--- src/lpss_pkg.sv ---
`default_nettype none

package lpss_pkg;

    // Command codes of the input channel
    localparam logic [2:0] CMD_LOAD       = 3'd0;
    localparam logic [2:0] CMD_BTN0_LONG  = 3'd2;
    localparam logic [2:0] CMD_BTN1_SHORT = 3'd3;
    localparam logic [2:0] CMD_TIMEOUT    = 3'd5;

    // Duty per mA in units of 1/65536 of full scale, and its saturation point
    localparam logic [20:0] DUTY_PER_MA = 21'd19;
    localparam logic [15:0] DUTY_MAX    = 16'hFFFF;

    // Table address is wide enough for 8 profiles of 16 steps
    localparam int ADDR_W = 7;

    // Job queue between front and back
    localparam int QUEUE_DEPTH = 4;
    localparam int QUEUE_AW    = 2;

    // One job handed from the front to the back
    typedef struct packed {
        logic              do_write;
        logic              do_read;
        logic              fire;
        logic              status;
        logic              running;
        logic [2:0]        profile;
        logic [3:0]        step;
        logic [ADDR_W-1:0] addr;
        logic [15:0]       duty;
        logic [15:0]       delay;
    } t_job;

endpackage

`default_nettype wire

--- src/load_profile_step_sequencer_core.sv ---
`default_nettype none
// Path from input transfer to result valid: queue entry, registered table read, output register.
// Throughput: one item per cycle while the output is not stalled; the 4-entry job queue
// absorbs short output stalls before the input stall rises.
// Reset: synchronous, active low; clears run flag, selection, step counts and positions,
// profile_count and all handshake state. The step tables are not cleared.
// Config writes take effect on the next cycle.

module load_profile_step_sequencer_core #(
    parameter int MAX_STEPS    = 16,
    parameter int MAX_PROFILES = 6
) (
    input  wire logic        i_clk,
    input  wire logic        i_rst_n,
    input  wire logic        i_cfg_we,
    input  wire logic [2:0]  i_cfg_data,
    input  wire logic        i_valid,
    output logic             o_stall,
    input  wire logic [2:0]  i_command,
    input  wire logic [2:0]  i_profile_index,
    input  wire logic [3:0]  i_step_index,
    input  wire logic [15:0] i_load_current_ma,
    input  wire logic [15:0] i_step_delay_ms,
    input  wire logic        i_last_entry,
    output logic             o_valid,
    input  wire logic        i_stall,
    output logic             o_running,
    output logic [2:0]       o_active_profile,
    output logic [3:0]       o_active_step,
    output logic [15:0]      o_pwm_duty,
    output logic             o_pwm_enable,
    output logic             o_timer_start,
    output logic [15:0]      o_timer_delay_ms,
    output logic [7:0]       o_led_pattern,
    output logic             o_status
);

    localparam int DEPTH = MAX_PROFILES * MAX_STEPS;

    lpss_pkg::t_job front_job, head_job;
    logic           accept, q_empty, q_full, q_pop;

    // Input transfer
    assign o_stall = q_full;
    assign accept  = i_valid && !q_full;

    lpss_front #(
        .MAX_STEPS   (MAX_STEPS),
        .MAX_PROFILES(MAX_PROFILES)
    ) u_front (
        .i_clk            (i_clk),
        .i_rst_n          (i_rst_n),
        .i_accept         (accept),
        .i_command        (i_command),
        .i_profile_index  (i_profile_index),
        .i_step_index     (i_step_index),
        .i_load_current_ma(i_load_current_ma),
        .i_step_delay_ms  (i_step_delay_ms),
        .i_last_entry     (i_last_entry),
        .i_cfg_we         (i_cfg_we),
        .i_cfg_data       (i_cfg_data),
        .o_job            (front_job)
    );

    lpss_queue u_queue (
        .i_clk  (i_clk),
        .i_rst_n(i_rst_n),
        .i_push (accept),
        .i_job  (front_job),
        .i_pop  (q_pop),
        .o_head (head_job),
        .o_empty(q_empty),
        .o_full (q_full)
    );

    lpss_back #(
        .DEPTH(DEPTH)
    ) u_back (
        .i_clk           (i_clk),
        .i_rst_n         (i_rst_n),
        .i_head          (head_job),
        .i_empty         (q_empty),
        .o_pop           (q_pop),
        .o_valid         (o_valid),
        .i_stall         (i_stall),
        .o_running       (o_running),
        .o_active_profile(o_active_profile),
        .o_active_step   (o_active_step),
        .o_pwm_duty      (o_pwm_duty),
        .o_pwm_enable    (o_pwm_enable),
        .o_timer_start   (o_timer_start),
        .o_timer_delay_ms(o_timer_delay_ms),
        .o_led_pattern   (o_led_pattern),
        .o_status        (o_status)
    );

endmodule

`default_nettype wire

--- src/lpss_front.sv ---
`default_nettype none

module lpss_front #(
    parameter int MAX_STEPS    = 16,
    parameter int MAX_PROFILES = 6
) (
    input  wire logic              i_clk,
    input  wire logic              i_rst_n,
    input  wire logic              i_accept,
    input  wire logic [2:0]        i_command,
    input  wire logic [2:0]        i_profile_index,
    input  wire logic [3:0]        i_step_index,
    input  wire logic [15:0]       i_load_current_ma,
    input  wire logic [15:0]       i_step_delay_ms,
    input  wire logic              i_last_entry,
    input  wire logic              i_cfg_we,
    input  wire logic [2:0]        i_cfg_data,
    output lpss_pkg::t_job         o_job
);

    localparam int PIW = (MAX_PROFILES > 1) ? $clog2(MAX_PROFILES) : 1;

    // Control state
    logic             r_run, n_run;
    logic [2:0]       r_sel, n_sel;
    logic [2:0]       r_pc;
    logic [3:0]       r_pos [MAX_PROFILES];
    logic [3:0]       n_pos [MAX_PROFILES];
    logic [4:0]       r_tot [MAX_PROFILES];
    logic [4:0]       n_tot [MAX_PROFILES];

    logic [2:0]       cur_p, out_p, wrap;
    logic [PIW-1:0]   cur_i, out_i, pin_i;
    logic [3:0]       nxt_p, out_s;
    logic [4:0]       nxt_s;
    logic             load_bad, status, fire, do_write, do_read;
    logic [20:0]      prod;
    logic [15:0]      duty;

    // Current to duty, saturated
    assign prod = {5'd0, i_load_current_ma} * lpss_pkg::DUTY_PER_MA;
    assign duty = (prod > {5'd0, lpss_pkg::DUTY_MAX}) ? lpss_pkg::DUTY_MAX : prod[15:0];

    // Command decode and next state
    always_comb begin
        n_run    = r_run;
        n_sel    = r_sel;
        n_pos    = r_pos;
        n_tot    = r_tot;
        status   = 1'b0;
        fire     = 1'b0;
        do_write = 1'b0;
        cur_p    = (r_sel < 3'(MAX_PROFILES)) ? r_sel : 3'd0;
        cur_i    = cur_p[PIW-1:0];
        pin_i    = i_profile_index[PIW-1:0];
        wrap     = (r_pc < 3'(MAX_PROFILES)) ? r_pc : 3'(MAX_PROFILES);
        nxt_p    = {1'b0, cur_p} + 4'd1;
        nxt_s    = {1'b0, r_pos[cur_i]} + 5'd1;
        load_bad = r_run || ({1'b0, i_profile_index} >= 4'(MAX_PROFILES))
                   || ({1'b0, i_step_index} >= 5'(MAX_STEPS));
        if (i_command == lpss_pkg::CMD_LOAD) begin
            if (load_bad) begin
                status = 1'b1;
            end else begin
                do_write = 1'b1;
                if (i_last_entry) begin
                    n_tot[pin_i] = {1'b0, i_step_index} + 5'd1;
                    n_pos[pin_i] = 4'd0;
                end
            end
        end else if (!r_run) begin
            if (i_command == lpss_pkg::CMD_BTN0_LONG) begin
                n_run        = 1'b1;
                n_pos[cur_i] = 4'd0;
                fire         = 1'b1;
            end else if (i_command == lpss_pkg::CMD_BTN1_SHORT) begin
                n_sel = (nxt_p >= {1'b0, wrap}) ? 3'd0 : nxt_p[2:0];
            end
        end else begin
            if (i_command == lpss_pkg::CMD_BTN0_LONG) begin
                n_run        = 1'b0;
                n_pos[cur_i] = 4'd0;
            end else if (i_command == lpss_pkg::CMD_TIMEOUT) begin
                n_pos[cur_i] = (nxt_s >= r_tot[cur_i]) ? 4'd0 : nxt_s[3:0];
                fire         = 1'b1;
            end
        end
        out_p   = (n_sel < 3'(MAX_PROFILES)) ? n_sel : 3'd0;
        out_i   = out_p[PIW-1:0];
        out_s   = n_pos[out_i];
        do_read = n_run && (n_tot[out_i] != 5'd0);
    end

    // Job for the back part
    always_comb begin
        o_job.do_write = do_write;
        o_job.do_read  = do_read;
        o_job.fire     = fire;
        o_job.status   = status;
        o_job.running  = n_run;
        o_job.profile  = out_p;
        o_job.step     = out_s;
        o_job.duty     = duty;
        o_job.delay    = i_step_delay_ms;
        if (do_write) begin
            o_job.addr = lpss_pkg::ADDR_W'(i_profile_index) * lpss_pkg::ADDR_W'(MAX_STEPS)
                         + lpss_pkg::ADDR_W'(i_step_index);
        end else if (do_read) begin
            o_job.addr = lpss_pkg::ADDR_W'(out_p) * lpss_pkg::ADDR_W'(MAX_STEPS)
                         + lpss_pkg::ADDR_W'(out_s);
        end else begin
            o_job.addr = '0;
        end
    end

    // State registers
    always_ff @(posedge i_clk) begin
        if (!i_rst_n) begin
            r_run <= 1'b0;
            r_sel <= 3'd0;
            r_pc  <= 3'd0;
            for (int k = 0; k < MAX_PROFILES; k++) begin
                r_pos[k] <= 4'd0;
                r_tot[k] <= 5'd0;
            end
        end else begin
            if (i_cfg_we) begin
                r_pc <= i_cfg_data;
            end
            if (i_accept) begin
                r_run <= n_run;
                r_sel <= n_sel;
                r_pos <= n_pos;
                r_tot <= n_tot;
            end
        end
    end

    // Selection never leaves the profile range
    a_sel_range: assert property (@(posedge i_clk) disable iff (!i_rst_n)
        r_sel < 3'(MAX_PROFILES))
        else $error("selected profile out of range");

    // Step of the selected profile is zero or stays below its step count
    a_pos_range: assert property (@(posedge i_clk) disable iff (!i_rst_n)
        (r_pos[cur_i] == 4'd0) || ({1'b0, r_pos[cur_i]} < r_tot[cur_i]))
        else $error("step position beyond step count");

endmodule

`default_nettype wire

--- src/lpss_queue.sv ---
`default_nettype none

module lpss_queue (
    input  wire logic           i_clk,
    input  wire logic           i_rst_n,
    input  wire logic           i_push,
    input  wire lpss_pkg::t_job i_job,
    input  wire logic           i_pop,
    output lpss_pkg::t_job      o_head,
    output logic                o_empty,
    output logic                o_full
);

    lpss_pkg::t_job                r_mem [lpss_pkg::QUEUE_DEPTH];
    logic [lpss_pkg::QUEUE_AW-1:0] r_wr, r_rd;
    logic [lpss_pkg::QUEUE_AW:0]   r_cnt;

    assign o_empty = (r_cnt == '0);
    assign o_full  = (r_cnt == (lpss_pkg::QUEUE_AW+1)'(lpss_pkg::QUEUE_DEPTH));
    assign o_head  = r_mem[r_rd];

    // Entry storage
    always_ff @(posedge i_clk) begin
        if (i_push) begin
            r_mem[r_wr] <= i_job;
        end
    end

    // Pointers and fill count
    always_ff @(posedge i_clk) begin
        if (!i_rst_n) begin
            r_wr  <= '0;
            r_rd  <= '0;
            r_cnt <= '0;
        end else begin
            if (i_push) begin
                r_wr <= r_wr + 1'b1;
            end
            if (i_pop) begin
                r_rd <= r_rd + 1'b1;
            end
            if (i_push && !i_pop) begin
                r_cnt <= r_cnt + 1'b1;
            end else if (i_pop && !i_push) begin
                r_cnt <= r_cnt - 1'b1;
            end
        end
    end

    // Occupancy and pointer distance agree
    a_cnt_ptr: assert property (@(posedge i_clk) disable iff (!i_rst_n)
        (r_wr - r_rd) == r_cnt[lpss_pkg::QUEUE_AW-1:0])
        else $error("queue count and pointers disagree");

endmodule

`default_nettype wire

--- src/lpss_back.sv ---
`default_nettype none

module lpss_back #(
    parameter int DEPTH = 96
) (
    input  wire logic           i_clk,
    input  wire logic           i_rst_n,
    input  wire lpss_pkg::t_job i_head,
    input  wire logic           i_empty,
    output logic                o_pop,
    output logic                o_valid,
    input  wire logic           i_stall,
    output logic                o_running,
    output logic [2:0]          o_active_profile,
    output logic [3:0]          o_active_step,
    output logic [15:0]         o_pwm_duty,
    output logic                o_pwm_enable,
    output logic                o_timer_start,
    output logic [15:0]         o_timer_delay_ms,
    output logic [7:0]          o_led_pattern,
    output logic                o_status
);

    localparam int AW = (DEPTH > 1) ? $clog2(DEPTH) : 1;

    // Step table: duty in the upper half, delay in the lower half
    logic [31:0]    r_table [DEPTH];
    logic [31:0]    r_rdata;

    logic           r_b_valid;
    lpss_pkg::t_job r_b_job;
    logic           r_o_valid;
    logic           out_ready, b_advance, b_free;
    logic [AW-1:0]  addr;
    logic [15:0]    rd_duty, rd_delay, duty, tdelay;

    assign addr      = i_head.addr[AW-1:0];
    assign out_ready = !r_o_valid || !i_stall;
    assign b_advance = r_b_valid && out_ready;
    assign b_free    = !r_b_valid || b_advance;
    assign o_pop     = !i_empty && b_free;
    assign o_valid   = r_o_valid;

    // Table write and registered read at pop
    always_ff @(posedge i_clk) begin
        if (o_pop) begin
            if (i_head.do_write) begin
                r_table[addr] <= {i_head.duty, i_head.delay};
            end
            r_rdata <= r_table[addr];
        end
    end

    // Read stage
    always_ff @(posedge i_clk) begin
        if (!i_rst_n) begin
            r_b_valid <= 1'b0;
        end else if (b_free) begin
            r_b_valid <= o_pop;
        end
    end

    always_ff @(posedge i_clk) begin
        if (o_pop) begin
            r_b_job <= i_head;
        end
    end

    // Result formatting
    assign rd_duty  = r_rdata[31:16];
    assign rd_delay = r_rdata[15:0];
    assign duty     = r_b_job.do_read ? rd_duty : 16'd0;
    assign tdelay   = (r_b_job.do_read && r_b_job.fire) ? rd_delay : 16'd0;

    // Output register
    always_ff @(posedge i_clk) begin
        if (!i_rst_n) begin
            r_o_valid <= 1'b0;
        end else if (out_ready) begin
            r_o_valid <= r_b_valid;
        end
    end

    always_ff @(posedge i_clk) begin
        if (b_advance) begin
            o_running        <= r_b_job.running;
            o_active_profile <= r_b_job.profile;
            o_active_step    <= r_b_job.step;
            o_pwm_duty       <= duty;
            o_pwm_enable     <= r_b_job.running;
            o_timer_start    <= (tdelay != 16'd0);
            o_timer_delay_ms <= tdelay;
            o_led_pattern    <= {r_b_job.step + 4'd1, r_b_job.profile + 3'd1,
                                 r_b_job.running};
            o_status         <= r_b_job.status;
        end
    end

    // A held read stage stays occupied
    a_b_hold: assert property (@(posedge i_clk) disable iff (!i_rst_n)
        (r_b_valid && !out_ready) |=> r_b_valid)
        else $error("read stage dropped a job");

    // Nonzero duty or a timer request only while playing
    a_duty_run: assert property (@(posedge i_clk) disable iff (!i_rst_n)
        (r_o_valid && ((o_pwm_duty != 16'd0) || o_timer_start)) |-> o_running)
        else $error("duty or timer while stopped");

endmodule

`default_nettype wire
--- config.mk ---
export PLATFORM = sky130hd
export DESIGN_NAME = load_profile_step_sequencer_core
export DESIGN_NICKNAME = d
export VERILOG_FILES = /design/src/lpss_pkg.sv /design/src/load_profile_step_sequencer_core.sv /design/src/lpss_front.sv /design/src/lpss_queue.sv /design/src/lpss_back.sv
export SDC_FILE = /design/constraint.sdc
export NUM_CORES = 2
export LEC_CHECK = 0
export ABC_AREA = 1
export BUFFER_PORTS_ARGS = -buffer_cell sky130_fd_sc_hd__buf_2
export CAP_MARGIN = 20
export CORE_MARGIN = 2
export CORE_UTILIZATION = 50
export CTS_CLUSTER_SIZE = 16
export DETAILED_ROUTE_END_ITERATION = 8
export GPL_ROUTABILITY_DRIVEN = 0
export PLACE_DENSITY = 0.65
export SLEW_MARGIN = 40
export SYNTH_ARGS = -nofsm -noshare
export SYNTH_HDL_FRONTEND = slang
export SYNTH_HIERARCHICAL = 1
export SYNTH_SLANG_ARGS = --single-unit
--- constraint.sdc ---
create_clock -name i_clk -period 6.4 [get_ports i_clk]
set_input_delay 1.92 -clock i_clk [delete_from_list [all_inputs] [get_ports i_clk]]
set_output_delay 1.92 -clock i_clk [all_outputs]
set_load 0.02 [all_outputs]
==> metrics.csv <==
stage,metric,value,unit
clock_network,root_buffer,clkbuf_16,
routing,wl,403000,um
synth,synth.yosys.seq_area_share,69.5,%
routing,wl_per_cell,22.0,um
clock_network,h-tree-depth,5,
setup_path,reg2regPathDepth,15,
floorplan,die-area,300000,um^2
synth,synth-xor-area-share,0.0890,%
synth,synth_warnings,6,
setup_path,crit_arrival,5.52,ns
sta,tightest_slew,1.00,ns
routing,ant_nets,0,
grt,globalRouteTotalUtil,26.3,%
grt,antenna_found_initial,18,
setup_path,startpoint_type,register,
clock_network,post_cts_buffers,0,
clock_network,cts-hold-fix-buffers,0,
power_and_ir_drop,power.share.clock,22.4,%
routing,drtIter0Drc,11600,
sta,fin_worst_skew,0.0566,ns
clock_network,insertion_delay,0.90,ns
status,failed_checks,design-rule violations,
clock_network,cts_buffer_depth,4,
power_and_ir_drop,p_comb_share,43.4,%
routing,via_count,97900,
min_path,worstHoldStart,u_queue/r_rd[1],
setup_path,required,6.99,ns
final_layout,regArea,103000,um^2
sta,min_period,4.94,ns
floorplan,io_pins,104,
final_layout,fin_cells,18300,
final_layout,drive_above_1_share,10.9,%
sta,hold_viol_final,0,
synth,synth-seq-cells,3440,
placed_design,port_buffers,103,
power_and_ir_drop,switching_share,43.0,%
setup_path,r2r_slack,1.46,ns
sta,rsz0062_at_grt,no,
placed_design,place_hpwl,231000,um
min_path,worstHoldPathCells,1,
synth,avgSynthCellArea,10.5,um^2
sta,max-slew-margin-rel,33.3,%
grt,grt_pass1_wl,588000,um
power_and_ir_drop,intPower,0.0505,W
sta,fin_crit_sh,77.2,%
power_and_ir_drop,seqPwrFrac,34.2,%
placed_design,place_ws,0.923,ns
clock_network,numCtsBuffers,351,
synth,synth.area.mux_share,0,%
grt,overflow,0,
clock_network,numClockSinks,3440,
floorplan,die_w,547,um
sta,timing.final.ws_setup,1.46,ns
status,outcome,finished with violations,
final_layout,syn2layout_area_growth,12.1,%
final_layout,fillCellCount,24400,
clock_network,cts_tree,done,
routing,drt_drc_violations_left,10,
final_layout,layout_common_cells,"nand2_1 (4,890), edfxtp_1 (3,368), nor2_1 (1,335), inv_1 (1,298), nand3_1 (820)",
routing,viasPerCell,5.35,
placed_design,dp_cells,17700,
floorplan,core,294000,um^2
sta,setup_viol,0,
grt,grt_pass1_vias,90900,
routing,dr.pass1.iters,9,
job,maxCapViolations,0,
power_and_ir_drop,power_density,536,nW/um^2
setup_path,crit_type,reg -> reg,
sta,maxClockFrequency,202,MHz
floorplan,die_y,547,um
floorplan,fp-row-count,199,
sta,fin_tns_setup,0,ns
final_layout,final_common_cell,nand2_1,
setup_path,r2r_end,u_back/r_rdata[23],
clock_network,cts_resized,0,
min_path,hold_path.class,reg -> reg,
synth,synth_nets,14100,
power_and_ir_drop,power_switching,0.0382,W
synth,synthArstFlopShare,0,%
sta,finalMaxSlewViolations,0,
synth,synth_top_family_by_area,simple AND/OR/NAND/NOR gates,
grt,grt_max_degree,183,
synth,synth-edff-count,3368,
clock_network,path_clk_slew,0.06,ns
synth,yosys_most_used_dff,edfxtp_1,
synth,synth_adder_area_share,0.668,%
final_layout,fin_util,56.4,%
power_and_ir_drop,p_leak,66.6,nW
synth,syn-cell-area,148000,um^2
synth,synthDistinctLibCells,56,
floorplan,initial_utilization,50.3,%
final_layout,nNetsFinal,14200,
power_and_ir_drop,ir_worst_vdd,0.000622,V
final_layout,multi_input_area,38100,um^2
synth,synth_compound_area_share,2.74,%
synth,syn_inst,14000,
synth,synth-simple-area-share,21.4,%
setup_path,endpoint_kind,register,
setup_path,cp_max_fo,77,
==> sequential cells by signal, indices dropped and copies added, names as in the netlist, 2 cells and up, named ones only <==
signal	count
u_front/r_sel	3
u_back/o_active_step	4
u_queue/r_wr	2
u_front/r_pos	24
u_back/o_led_pattern	8
u_front/r_pc	3
u_back/o_timer_delay_ms	16
u_back/r_b_job	11
u_queue/r_cnt	3
u_back/o_active_profile	3
u_back/o_pwm_duty	16
u_back/r_table	3072
u_back/r_rdata	32
u_queue/r_mem	204
u_front/r_tot	30
u_queue/r_rd	2
==> metal layers <==
layer | track usage (%) | routed length (um)
met2 | 41.0 | 182000
met1 | 37.7 | 168000
met4 | 9.37 | 15400
met5 | 0 | 273
met3 | 4.15 | 37100
==> per-stage QoR <==
stage               area, um^2  hold WS [ns]  total power, W
detailed placement      154000         0.408          0.0686
global route            166000         0.454          0.0929
floorplan               148000         0.400          0.0533
CTS                     165000         0.430          0.0884
global placement        154000         0.410          0.0680
finish                  166000         0.432          0.0887
==> worst max path at each step <==
stage,slack (ns),cells past startpoint,end
floorplan,1.55,18,u_queue/r_mem[0][21]
global placement,0.89,19,u_queue/r_mem[0][30]
detailed placement,0.92,17,u_queue/r_mem[0][30]
CTS,1.58,15,u_back/r_rdata[6]
global route,1.30,17,u_back/r_rdata[18]
finish,1.46,15,u_back/r_rdata[23]
==> logic make-up after synthesis <==
logic type | count (synthesis)
simple gates | 7739
flops | 3440
compound gates | 724
buf+inv | 2020
xor+xnor | 15
fa+ha+maj | 71
==> Yosys cell counts (72+ instances only) <==
library cell  instances  area [um^2]
nor2_1             1437         5390
buf_2               319         1600
a21oi_1              99          495
nand3_1             828         4140
inv_1              1306         4900
or2_2               448         2800
dfxtp_1              72         1440
clkbuf_1            265          995
nand2_1            4893        18400
o211ai_1             99          743
edfxtp_1           3368       101000
o21ai_1             121          606
o21ai_0             312         1560
==> critical path, stage by stage, from the launching register on <==
cell,delay [ns]
dfxtp_4,0.62
clkinv_2,0.58
o21ai_1,0.43
o22ai_4,0.27
inv_4,0.51
nor2_4,0.15
buf_12,0.28
buf_4,0.33
nand3_1,0.11
nand2_1,0.08
nor2_1,0.21
nor2_1,0.06
nor2_1,0.50
nand2_1,0.11
nand2_1,0.11
nand3_1,0.16
==> power groups by stage <==
stage	clock network [W]	logic [W]	registers [W]
finish	0.0199	0.0385	0.0303
CTS	0.0201	0.0379	0.0303
global placement	0	0.0372	0.0308
floorplan	0	0.0219	0.0314
global route	0.0210	0.0415	0.0304
detailed placement	0	0.0377	0.0308
==> layout make-up <==
cell class                      count  share of cell area, %
Tap cell                         3919                   2.96
Sequential cell                  3440                   62.0
Timing Repair Buffer              433                   2.40
Antenna cell                        7                 0.0106
Clock buffer                      441                   5.65
Clock inverter                    181                  0.980
Inverter                         1329                   3.03
Multi-Input combinational cell   8549                   23.0
Note: power is estimated with default switching activity, not from simulation.
